==> src/piecewise_linear_curve_lookup_top_macros.svh <==
// Assertion macros for the piecewise-linear curve lookup block.
// Needs nothing else; the top level includes it by file name.
`ifndef PIECEWISE_LINEAR_CURVE_LOOKUP_TOP_MACROS_SVH
`define PIECEWISE_LINEAR_CURVE_LOOKUP_TOP_MACROS_SVH
`ifndef SYNTH
// Same-cycle implication, disabled while reset is asserted.
`define PLCL_ASSERT_IMP(lbl, clk_s, rstn_s, ante, cons, msg) \
	lbl: assert property (@(posedge clk_s) disable iff (!rstn_s) (ante) |-> (cons)) \
	else $error(msg);
// Next-cycle implication, disabled while reset is asserted.
`define PLCL_ASSERT_NXT(lbl, clk_s, rstn_s, ante, cons, msg) \
	lbl: assert property (@(posedge clk_s) disable iff (!rstn_s) (ante) |=> (cons)) \
	else $error(msg);
`else
`define PLCL_ASSERT_IMP(lbl, clk_s, rstn_s, ante, cons, msg)
`define PLCL_ASSERT_NXT(lbl, clk_s, rstn_s, ante, cons, msg)
`endif
`endif

==> src/plcl_pkg.sv <==
// Package for the piecewise-linear curve lookup: field widths, reset values,
// register and command codes, and the sequencer state type. No dependencies.
package plcl_pkg;

	// Defaults for the top-level parameters.
	localparam int unsigned DEF_MAX_SEGMENTS = 32;
	localparam int unsigned DEF_X_WIDTH      = 12;

	// Fixed field and register widths.
	localparam int unsigned NSEG_W    = 6;
	localparam int unsigned MX_W      = 12;
	localparam int unsigned MY_W      = 16;
	localparam int unsigned PCT_W     = 7;
	localparam int unsigned IDX_W     = 6;
	localparam int unsigned CFG_W     = 16;
	localparam int unsigned CFG_IDX_W = 2;

	// Full scale of a breakpoint percentage.
	localparam int unsigned PCT_FULL = 100;

	// Weighted breakpoint sum, scaled numerator, and iteration counter widths.
	localparam int unsigned ACC_W = PCT_W + MX_W;
	localparam int unsigned NUM_W = ACC_W + MY_W;
	localparam int unsigned CNT_W = $clog2(NUM_W + 1);

	// Register reset values.
	localparam logic [NSEG_W-1:0] RST_NUM_SEGMENTS = NSEG_W'(10);
	localparam logic [MX_W-1:0]   RST_MAX_X        = MX_W'(100);
	localparam logic [MY_W-1:0]   RST_MAX_Y        = MY_W'(100);

	// Configuration register indexes.
	typedef enum logic [CFG_IDX_W-1:0] {
		REG_NUM_SEGMENTS = 2'd0,
		REG_MAX_X        = 2'd1,
		REG_MAX_Y        = 2'd2
	} cfg_reg_t;

	// Input commands.
	typedef enum logic [0:0] {
		CMD_WRITE = 1'b0,
		CMD_EVAL  = 1'b1
	} cmd_t;

	// Evaluation sequencer states.
	typedef enum logic [3:0] {
		ST_IDLE,
		ST_MUL_SEG,
		ST_DIV_SEG,
		ST_RD_LO,
		ST_RD_HI,
		ST_MUL_LO,
		ST_MUL_HI,
		ST_MUL_Y,
		ST_DIV_Y,
		ST_FINISH
	} state_t;

endpackage

==> src/piecewise_linear_curve_lookup_top.sv <==
// Top level of the piecewise-linear curve lookup; uses plcl_pkg and the
// assertion macros in piecewise_linear_curve_lookup_top_macros.svh.
//
// Usage: the input channel (in_valid/in_ready) carries one transaction per
// command. A write (cmd 0) stores one clamped breakpoint percentage if its index
// is at most the effective segment count, and gives no result. An evaluate (cmd 1)
// returns one y_value/x_clamped transaction on the output channel (out_valid/out_ready).
// Timing: an evaluate runs through one shared bit-serial shift-add multiplier
// and one restoring divider, one bit per cycle; the next command is taken in
// the cycle after the result is handed to the output register.
// Reset clears the configuration to 10 segments, max_x 100 and max_y 100, and
// marks all breakpoints as zero through per-entry flags; no clearing pass is
// needed. If the receiver stalls, the finished result waits in the output
// register while new commands are still accepted; a second evaluate waits in
// its final state until that register frees up.
// Configuration must be written through cfg_wr_en/cfg_index/cfg_data only while idle; the block does not enforce it.
`include "piecewise_linear_curve_lookup_top_macros.svh"

module piecewise_linear_curve_lookup_top import plcl_pkg::*; #(
	parameter int unsigned MAX_SEGMENTS = DEF_MAX_SEGMENTS,
	parameter int unsigned X_WIDTH      = DEF_X_WIDTH
) (
	input  logic                 clk,
	input  logic                 arst_n,
	// Configuration write port.
	input  logic                 cfg_wr_en,
	input  logic [CFG_IDX_W-1:0] cfg_index,
	input  logic [CFG_W-1:0]     cfg_data,
	// Command channel.
	input  logic                 in_valid,
	output logic                 in_ready,
	input  logic                 cmd,
	input  logic [IDX_W-1:0]     point_index,
	input  logic [PCT_W-1:0]     point_value,
	input  logic [X_WIDTH-1:0]   x_value,
	// Result channel.
	output logic                 out_valid,
	input  logic                 out_ready,
	output logic [MY_W-1:0]      y_value,
	output logic                 x_clamped
);

	localparam int unsigned DEPTH  = MAX_SEGMENTS + 1;
	localparam int unsigned SEG_W  = $clog2(DEPTH);
	localparam int unsigned PROD_W = MX_W + SEG_W;
	localparam int unsigned CMP_W  = (X_WIDTH > MX_W) ? X_WIDTH : MX_W;
	localparam int unsigned MPL_W  = MY_W;

	// Configuration registers.
	logic [NSEG_W-1:0] num_segments_q;
	logic [MX_W-1:0]   max_x_q;
	logic [MY_W-1:0]   max_y_q;

	// Sequencer and datapath registers.
	state_t            state_q, state_nx;
	logic [CNT_W-1:0]  cnt_q;
	logic [NUM_W-1:0]  mcand_q;
	logic [MPL_W-1:0]  mplier_q;
	logic [NUM_W-1:0]  sum_q;
	logic [NUM_W-1:0]  div_num_q;
	logic [ACC_W:0]    div_rem_q;
	logic [ACC_W-1:0]  div_den_q;
	logic [SEG_W-1:0]  seg_q;
	logic [MX_W-1:0]   rem_q;
	logic              clamp_q;

	// Breakpoint memory with per-entry written flags.
	logic [PCT_W-1:0]  mem_q [DEPTH];
	logic [DEPTH-1:0]  vld_q;
	logic [PCT_W-1:0]  rd_data_q;
	logic              rd_vld_q;

	// Output register.
	logic              out_valid_q;
	logic [MY_W-1:0]   y_q;
	logic              xc_q;

	// Combinational signals.
	logic [SEG_W-1:0]  nseg_eff;
	logic [MX_W-1:0]   mx_eff;
	logic [ACC_W-1:0]  den_y;
	logic              x_over;
	logic [MX_W-1:0]   x_eff;
	logic [PCT_W-1:0]  wr_val;
	logic              wr_ok;
	logic [SEG_W-1:0]  wr_addr;
	logic              accept;
	logic              wr_fire;
	logic              ev_fire;
	logic              last;
	logic              rd_en;
	logic [SEG_W-1:0]  rd_addr;
	logic [SEG_W-1:0]  seg_hi;
	logic [PCT_W-1:0]  rd_val;
	logic              fin_load;
	logic [NUM_W-1:0]  sum_nx;
	logic [ACC_W:0]    rem_sh;
	logic              q_bit;
	logic [ACC_W:0]    rem_nx;
	logic [NUM_W-1:0]  num_nx;
	logic [MY_W-1:0]   y_sat;

	// Configuration writes; an unknown index is dropped.
	always_ff @(posedge clk or negedge arst_n) begin
		if (!arst_n) begin
			num_segments_q <= RST_NUM_SEGMENTS;
			max_x_q        <= RST_MAX_X;
			max_y_q        <= RST_MAX_Y;
		end else if (cfg_wr_en) begin
			unique case (cfg_index)
				REG_NUM_SEGMENTS: num_segments_q <= cfg_data[NSEG_W-1:0];
				REG_MAX_X:        max_x_q        <= cfg_data[MX_W-1:0];
				REG_MAX_Y:        max_y_q        <= cfg_data[MY_W-1:0];
				default: ;
			endcase
		end
	end

	// Effective segment count and max_x, and the final divisor 100 * max_x.
	always_comb begin
		if (num_segments_q == '0) begin
			nseg_eff = SEG_W'(1);
		end else if (32'(num_segments_q) > MAX_SEGMENTS) begin
			nseg_eff = SEG_W'(MAX_SEGMENTS);
		end else begin
			nseg_eff = SEG_W'(num_segments_q);
		end
	end

	assign mx_eff = (max_x_q == '0) ? MX_W'(1) : max_x_q;
	assign den_y  = ACC_W'(32'(mx_eff) * PCT_FULL);

	// Command decode, x clamping and breakpoint write checks.
	assign accept  = in_valid && in_ready;
	assign wr_fire = accept && (cmd == CMD_WRITE);
	assign ev_fire = accept && (cmd == CMD_EVAL);
	assign x_over  = CMP_W'(x_value) > CMP_W'(mx_eff);
	assign x_eff   = x_over ? mx_eff : MX_W'(x_value);
	assign wr_val  = (point_value > PCT_W'(PCT_FULL)) ? PCT_W'(PCT_FULL) : point_value;
	assign wr_ok   = 32'(point_index) <= 32'(nseg_eff);
	assign wr_addr = SEG_W'(point_index);

	// Shared shift-add step and restoring division step.
	assign sum_nx = mplier_q[0] ? (sum_q + mcand_q) : sum_q;
	assign rem_sh = {div_rem_q[ACC_W-1:0], div_num_q[NUM_W-1]};
	assign q_bit  = rem_sh >= {1'b0, div_den_q};
	assign rem_nx = q_bit ? (rem_sh - {1'b0, div_den_q}) : rem_sh;
	assign num_nx = {div_num_q[NUM_W-2:0], q_bit};
	assign last   = (cnt_q == CNT_W'(1));

	// Upper breakpoint address; at the last breakpoint the remainder is zero.
	assign seg_hi = (seg_q == SEG_W'(MAX_SEGMENTS)) ? seg_q : (seg_q + SEG_W'(1));
	assign rd_val = rd_vld_q ? rd_data_q : '0;

	// Saturated result from the final quotient.
	assign y_sat = (|div_num_q[NUM_W-1:MY_W]) ? '1 : div_num_q[MY_W-1:0];

	// Sequencer state register.
	always_ff @(posedge clk or negedge arst_n) begin
		if (!arst_n) begin
			state_q <= ST_IDLE;
		end else begin
			state_q <= state_nx;
		end
	end

	// Next-state logic.
	always_comb begin
		state_nx = state_q;
		unique case (state_q)
			ST_IDLE:    if (ev_fire) state_nx = ST_MUL_SEG;
			ST_MUL_SEG: if (last) state_nx = ST_DIV_SEG;
			ST_DIV_SEG: if (last) state_nx = ST_RD_LO;
			ST_RD_LO:   state_nx = ST_RD_HI;
			ST_RD_HI:   state_nx = ST_MUL_LO;
			ST_MUL_LO:  if (last) state_nx = ST_MUL_HI;
			ST_MUL_HI:  if (last) state_nx = ST_MUL_Y;
			ST_MUL_Y:   if (last) state_nx = ST_DIV_Y;
			ST_DIV_Y:   if (last) state_nx = ST_FINISH;
			ST_FINISH:  if (!out_valid_q || out_ready) state_nx = ST_IDLE;
			default:    state_nx = ST_IDLE;
		endcase
	end

	// Sequencer outputs.
	always_comb begin
		in_ready = 1'b0;
		rd_en    = 1'b0;
		rd_addr  = seg_q;
		fin_load = 1'b0;
		unique case (state_q)
			ST_IDLE:   in_ready = 1'b1;
			ST_RD_LO:  rd_en = 1'b1;
			ST_RD_HI: begin
				rd_en   = 1'b1;
				rd_addr = seg_hi;
			end
			ST_FINISH: fin_load = !out_valid_q || out_ready;
			default: ;
		endcase
	end

	// Breakpoint storage and its registered read port.
	always_ff @(posedge clk) begin
		if (wr_fire && wr_ok) begin
			mem_q[wr_addr] <= wr_val;
		end
		if (rd_en) begin
			rd_data_q <= mem_q[rd_addr];
		end
	end

	// Written flags: an entry never written reads as zero.
	always_ff @(posedge clk or negedge arst_n) begin
		if (!arst_n) begin
			vld_q    <= '0;
			rd_vld_q <= 1'b0;
		end else begin
			if (wr_fire && wr_ok) begin
				vld_q[wr_addr] <= 1'b1;
			end
			if (rd_en) begin
				rd_vld_q <= vld_q[rd_addr];
			end
		end
	end

	// Datapath: serial multiplies and divides, loaded at the end of each step.
	always_ff @(posedge clk) begin
		unique case (state_q)
			ST_IDLE: begin
				if (ev_fire) begin
					clamp_q  <= x_over;
					mcand_q  <= NUM_W'(x_eff);
					mplier_q <= MPL_W'(nseg_eff);
					sum_q    <= '0;
					cnt_q    <= CNT_W'(SEG_W);
				end
			end
			ST_MUL_SEG, ST_MUL_LO, ST_MUL_HI, ST_MUL_Y: begin
				if (!last) begin
					sum_q    <= sum_nx;
					mcand_q  <= mcand_q << 1;
					mplier_q <= mplier_q >> 1;
					cnt_q    <= cnt_q - CNT_W'(1);
				end else begin
					case (state_q)
						ST_MUL_SEG: begin
							// Product x * segments, left aligned for the divider.
							div_num_q <= sum_nx << (NUM_W - PROD_W);
							div_rem_q <= '0;
							div_den_q <= ACC_W'(mx_eff);
							cnt_q     <= CNT_W'(PROD_W);
						end
						ST_MUL_LO: begin
							// Add the upper breakpoint weighted by the remainder.
							sum_q    <= sum_nx;
							mcand_q  <= NUM_W'(rem_q);
							mplier_q <= MPL_W'(rd_val);
							cnt_q    <= CNT_W'(PCT_W);
						end
						ST_MUL_HI: begin
							// Scale the weighted sum by max_y.
							mcand_q  <= sum_nx;
							mplier_q <= max_y_q;
							sum_q    <= '0;
							cnt_q    <= CNT_W'(MY_W);
						end
						default: begin
							// Divide the scaled sum by 100 * max_x.
							div_num_q <= sum_nx;
							div_rem_q <= '0;
							div_den_q <= den_y;
							cnt_q     <= CNT_W'(NUM_W);
						end
					endcase
				end
			end
			ST_DIV_SEG, ST_DIV_Y: begin
				div_num_q <= num_nx;
				div_rem_q <= rem_nx;
				cnt_q     <= cnt_q - CNT_W'(1);
				if (last && (state_q == ST_DIV_SEG)) begin
					seg_q <= SEG_W'(num_nx);
					rem_q <= MX_W'(rem_nx);
				end
			end
			ST_RD_HI: begin
				// Lower breakpoint weighted by max_x minus the remainder.
				mcand_q  <= NUM_W'(mx_eff - rem_q);
				mplier_q <= MPL_W'(rd_val);
				sum_q    <= '0;
				cnt_q    <= CNT_W'(PCT_W);
			end
			default: ;
		endcase
	end

	// Output register: loads when free or being emptied in the same cycle.
	always_ff @(posedge clk or negedge arst_n) begin
		if (!arst_n) begin
			out_valid_q <= 1'b0;
		end else if (fin_load) begin
			out_valid_q <= 1'b1;
		end else if (out_ready) begin
			out_valid_q <= 1'b0;
		end
	end

	always_ff @(posedge clk) begin
		if (fin_load) begin
			y_q  <= y_sat;
			xc_q <= clamp_q;
		end
	end

	assign out_valid = out_valid_q;
	assign y_value   = y_q;
	assign x_clamped = xc_q;

	// The segment split must leave an index within range and a proper remainder.
	`PLCL_ASSERT_IMP(a_seg_split, clk, arst_n, state_q == ST_RD_LO, (rem_q < mx_eff) && (seg_q <= nseg_eff), "segment index or remainder out of range")
	// The final quotient never needs saturation, since breakpoints stay at or below 100.
	`PLCL_ASSERT_IMP(a_quot_fits, clk, arst_n, state_q == ST_FINISH, div_num_q[NUM_W-1:MY_W] == '0, "final quotient exceeds the output width")
	// A delivered result never exceeds the full-scale output.
	`PLCL_ASSERT_IMP(a_y_bound, clk, arst_n, out_valid_q, y_q <= max_y_q, "result above max_y")
	// An accepted breakpoint write marks its entry as written.
	`PLCL_ASSERT_NXT(a_wr_mark, clk, arst_n, wr_fire && wr_ok, vld_q[$past(wr_addr)], "written breakpoint not marked")

endmodule
==> config.mk <==
export PLATFORM = sky130hd
export DESIGN_NAME = piecewise_linear_curve_lookup_top
export DESIGN_NICKNAME = d
export VERILOG_FILES = /design/src/plcl_pkg.sv /design/src/piecewise_linear_curve_lookup_top.sv
export VERILOG_INCLUDE_DIRS = /design/src /design/src/src
export SDC_FILE = /design/constraint.sdc
export NUM_CORES = 1
export LEC_CHECK = 0
export ABC_AREA = 1
export BUFFER_PORTS_ARGS = -buffer_cell sky130_fd_sc_hd__buf_2
export CORE_MARGIN = 2
export CORE_UTILIZATION = 40
export DETAILED_ROUTE_END_ITERATION = 10
export GPL_TIMING_DRIVEN = 0
export PLACE_DENSITY = 0.65
export RECOVER_POWER = 100
export SYNTH_ARGS = -nofsm -noshare
export SYNTH_HDL_FRONTEND = slang
export SYNTH_SLANG_ARGS = --single-unit
==> constraint.sdc <==
create_clock -name clk -period 23.3 [get_ports clk]
set_clock_uncertainty 0.15 [all_clocks]
set_input_delay 2.33 -clock clk [delete_from_list [all_inputs] [get_ports clk]]
set_output_delay 2.33 -clock clk [all_outputs]
set_load 0.03 [all_outputs]
# Yosys cells after proc, flatten, opt, wreduce, memory -nomap -nowiden
# Memory sizes are Yosys's and may differ from the RTL's. A register that Yosys moved wholly into a read port is not among the register bits.
# Cells that the tools add are included.
# op_classes
eq_ne,24
reduce_logical,31
add_sub_neg,5
n_mul,1
bitwise_logic,3
order_cmp,8
mux,53
# op_table
op,n
one-hot mux 35 bit (2 select lines),4
2-to-1 mux 35 bit,6
one-hot mux 35 bit (3 select lines),2
one-hot mux 19 bit (2 select lines),2
2-to-1 mux 19 bit,3
one-hot mux 16 bit (3 select lines),1
one-hot mux 4 bit (10 select lines),1
2-to-1 mux 6 bit,6
adder 35 bit,1
OR 33 bit,1
2-to-1 mux 16 bit,2
2-to-1 mux 4 bit,8
one-hot mux 16 bit (2 select lines),1
2-to-1 mux 12 bit,2
one-hot mux 6 bit (4 select lines),1
>= comparator 20 x 19 -> 1 bit,1
inequality test 2 bit (second input constant),10
OR reduction 19 bit,1
subtractor 19 bit,1
one-hot mux 6 bit (3 select lines),1
multiplier 12 x 5 -> 17 bit (second input constant),1
== test 4 x 3 -> 1 bit (second input constant),4
< comparator 6 x 7 -> 1 bit (second input constant),2
2-to-1 mux 7 bit,2
other kinds (35),61
# word_totals
wordCells,145
mem_count,1
inputBits,49
out_inout_bits,19
ram_bits,231
register_bits,274
# memory_table
name,words,width,rd,rd_clocked_by_memory_dff,write_ports,line_no,text
mem_q,33,7,1,1,1,piecewise_linear_curve_lookup_top.sv:68,logic [PCT_W-1:0] mem_q [DEPTH];

# Depth between registers and ports, before layout
# depth
ltp_word,7
mapped_depth,24
ltp_nobuf,23

# Worst setup path after synthesis
# Ideal clock, no wire load.
# synth_timing
kind,input to register
startpoint,in in_valid
endpoint,"reg mcand_q[0], enable pin"
path_slack_ns,14.069
cell_stages,4
setup_time_ns,0.636
arrival_time_ns,8.445
path_buffers,0
required_ns,22.514
cell_sequence,nand2_1 -> nor2_1 -> nor3_1 -> nor3_1
# synth_via
elab_chain_cells,4
# synth_rtl
item,line_no,text
from (decl),piecewise_linear_curve_lookup_top.sv:30,"input logic in_valid,"
logical AND 1 bit,piecewise_linear_curve_lookup_top.sv:134,assign accept = in_valid && in_ready;
logical AND 1 bit,piecewise_linear_curve_lookup_top.sv:136,assign ev_fire = accept && (cmd == CMD_EVAL);
inequality test 2 bit (no line),-,
AND reduction 3 bit (no line),-,
to (signal assigned),piecewise_linear_curve_lookup_top.sv:234,mcand_q <= NUM_W'(x_eff);
to (signal assigned),piecewise_linear_curve_lookup_top.sv:243,mcand_q <= mcand_q << 1;
to (signal assigned),piecewise_linear_curve_lookup_top.sv:258,mcand_q <= NUM_W'(rem_q);
to (decl),piecewise_linear_curve_lookup_top.sv:57,logic [NUM_W-1:0] mcand_q;
# No other way between the ends.
# A chain may end at the register's enable or synchronous reset.

# Worst setup path in the final report
# layout_timing
startpoint,reg state_q[2]
endpoint,"reg div_rem_q[12], enable pin"
# layout_via
elab_chain_cells,4
elab_cells_between_ends,13
cone_classes,eq/ne: 8; reduce/logical: 5
# layout_rtl
item,line_no,text
from (decl),piecewise_linear_curve_lookup_top.sv:55,"state_t state_q, state_nx;"
from (signal assigned),piecewise_linear_curve_lookup_top.sv:163,state_q <= state_nx;
== test 4 x 3 -> 1 bit (tied with other cells),"piecewise_linear_curve_lookup_top.sv:230, piecewise_linear_curve_lookup_top.sv:247",
OR reduction 4 bit (tied with other cells),piecewise_linear_curve_lookup_top.sv:230,unique case (state_q)
inequality test 2 bit (no line) / nonzero test 2 bit (equally long branches),-,
AND reduction 3 bit (no line) *,-,
to (signal assigned),piecewise_linear_curve_lookup_top.sv:281,div_rem_q <= rem_nx;
to (decl),piecewise_linear_curve_lookup_top.sv:61,logic [ACC_W:0] div_rem_q;
# Mark *: on every way between the ends. The rest lies on a longest branch, timed or not.

==> run_results.csv <==
group,metric,value,unit
outcome,status,"complete, but fails checks",
outcome,violations,"capacitance limit, slew limit",
route,wl,81040,um
finish,syn2layout_area_growth,11.73,%
clocking,cts_setup_buffers,0,
worst_hold_path,hp-class,"flip-flop to flip-flop",
sta,fin_ws,17.13,ns
route,num_vias,21890,
die,start_util,0.4053,
power_and_ir_drop,cellLeakagePower,13.03,nW
clocking,cts.hold.buffers_added,0,
logic_synthesis,synth.distinct_cells,61,
route,dr.pass1.iters,5,
sta,fin_hold_ws,0.2795,ns
logic_synthesis,synth_top_area_frac,0.4726,
logic_synthesis,synth_edf_count,439,
clocking,cts_made_buffers,54,
setup_path,crit_path_end_kind,"flip-flop",
logic_synthesis,synth_flop_cell,"edfxtp_1",
clocking,clk_pin_slew_worst_paths,0.06,ns
route,drt_iter0_markers,2215,
power_and_ir_drop,ir_drop,0.08073,mV
sta,rsz0062_at_grt,"no",
setup_path,slowest_delay,2.18,ns
setup_path,worstSetupStartpointType,"flip-flop",
logic_synthesis,synthTopCellsByCount,"nand2_1, edfxtp_1, inv_1",
sta,tns,0,ns
die,io_pins,68,
logic_synthesis,yosysSeqAreaShare,0.5384,
sta,finalCritPeriodShare,0.2648,
setup_path,cp_top_family,"compound AO/OA/AOI/OAI gates",
setup_path,cpMaxStageDelayCell,"o21ai_0",
setup_path,critical_path_buf_inv_count,3,
clocking,cts.path.max_buffers,3,
clocking,htreeDepth,2,
clocking,root_buffer,"clkbuf_16",
finish,fillers,6664,
setup_path,crit_chain,"inv_1 -> nand2_1 -> nor2_1 -> nor2_1 -> o21ai_0 -> clkbuf_1 -> clkbuf_1",
job,cap_violations,10,
clocking,cts.sinks,512,
logic_synthesis,synthCells,3019,
setup_path,worstPathArrival,6.24,ns
clocking,clkLatencyLatePin,0.62,ns
sta,fmax,162.1,MHz
logic_synthesis,synth_warnings,0,
setup_path,critPathKind,"flip-flop to flip-flop",
logic_synthesis,yosys.area.top_type,"edfxtp_1",
setup_path,crit_required,23.37,ns
finish,drive_gt1_frac,0.07087,
placed_design,post-place-ws,18.06,ns
sta,finalHoldViolations,0,
logic_synthesis,ys_ff_latch,512,
route,postRouteAntennaNets,0,
global_routing,grt_pass1_vias,20870,
global_routing,grt_pass1_wl,123200,um
logic_synthesis,synth_area,27900,sq um
sta,max_slew_margin,-1.157,
clocking,tritoncts,"done",
global_routing,antenna_found_initial,4,
sta,setup_viol_count_final,0,
clocking,cts_resized,0,
die,die_area,71870,sq um
logic_synthesis,synth_nets,3209,
setup_path,cp_max_fo,20,
die,rows,96,
die,die_w,268.1,um
logic_synthesis,synthArstFlopShare,0.1426,
placed_design,io_buffers,67,
global_routing,grt_max_degree,59,
placed_design,dp_hpwl,60300,um
logic_synthesis,synthTopCellsByArea,"edfxtp_1, nand2_1, ha_1",
logic_synthesis,syn_area_per_cell,9.240,sq um
global_routing,grt-ovfl-total,0,
finish,nNetsFinal,3347,
die,die_h,268.1,um
die,fp.coreArea,68830,sq um
placed_design,gp_congestion,0.9619,
power_and_ir_drop,pwr_density_cell,136.8,nW/um^2
global_routing,grt_usage,0.2259,
route,via_per_inst,5.293,
finish,fin_util,0.4528,
route,drcViolationCount,0,
sta,slew_violations,296,
sta,tightest_slew,3.236,ns
logic_synthesis,yosysMostFrequentCell,"nand2_1",
power_and_ir_drop,power,4.265,mW
sta,min_period,6.171,ns
route,wl_per_cell,19.60,um
-- state kept, by name (all words and copies together), names as in the netlist, 19 cells and up --
name and cells:
div_den_q 19, div_num_q 35, sum_q 35, mcand_q 35, div_rem_q 19, vld_q 33, mem_q 231
-- through the flow --
step                      cells  cell area, sq um
after CTS                  4134             31540
after global placement     4017             29400
after detailed placement   4032             29700
after floorplan            3019             27900
after global routing       4135             31170
final                      4135             31170
-- where the power goes --
part	internal (mW)	total [mW]	switching (mW)
sequential	1.31	1.41	0.0987
combinational	0.577	1.97	1.39
clock	0.507	0.883	0.376
-- cell usage in the layout (no fill, tap or decap), types with 9 or more instances in the layout --
cell type and count:
a21o_1 10, a21oi_1 157, a31oi_1 13, buf_2 69
buf_4 9, buf_6 10, clkbuf_1 110, clkbuf_16 57
clkbuf_8 11, dfrtp_1 65, edfxtp_1 439, fa_1 10
ha_1 131, inv_1 341, inv_2 9, nand2_1 790
nand3_1 207, nand4_1 23, nor2_1 222, nor3_1 34
o211ai_1 84, o21ai_0 195, o22ai_1 20, or2_2 18
xnor2_1 18, xor2_1 17
-- cells by family (layout without fill, tap and decap cells) --
| logic type | after synthesis | count (layout) | share of synthesized area |
|---|---|---|---|
| fa+ha+maj | 141 | 141 | 0.06593 |
| xor+xnor | 35 | 35 | 0.01099 |
| flops | 512 | 512 | 0.5384 |
| other cells | 0 | 1 | 0 |
| buf+inv | 458 | 642 | 0.06786 |
| simple gates | 1336 | 1336 | 0.2025 |
| mux | 4 | 4 | 0.001570 |
| compound gates | 533 | 533 | 0.1127 |
-- worst paths after layout --
kind | startpoint | end | slack (ns) | cells after the start
max | state_q[2] | div_rem_q[12] | 17.13 | 7
min | clamp_q | x_clamped | 0.28 | 0
max reg2reg | state_q[2] | div_rem_q[12] | 17.13 | 7
min reg2reg | clamp_q | x_clamped | 0.28 | 0
max in group asynchronous | arst_n | max_x_q[10] | 17.66 | 2
min in group asynchronous | arst_n | vld_q[0] | 1.73 | 1
-- per-layer routing --
metal	vias to the layer above	GRT usage	wire (um)
met5	-	0	12
met4	2	0.06976	2458
met3	141	0.03033	5737
met2	791	0.3793	38180
met1	10350	0.3040	34650
li1	10610	-	-
-- worst register-to-register path, delay by kind of cell (launching register included) --
family | cells | cell delay, ns
AO/OA/AOI/OAI | 1 | 2.18
buffers and inverters | 3 | 2.01
AND/OR/NAND/NOR | 3 | 1.00
flip-flops | 1 | 0.43
-- layout make-up --
class	count	area (sq um)	share of cell area
plain buffers	107	551.8	0.01770
clock buffers	81	1627	0.05219
flip-flops and latches	512	15020	0.4819
multi-input cells	2049	10920	0.3502
clock inverters	21	205.2	0.006584
well taps	931	1165	0.03737
repair buffers	82	364.1	0.01168
inverters	351	1318	0.04227
diodes	1	2.502	0.00008029
Power figures use the tool's default switching activity.
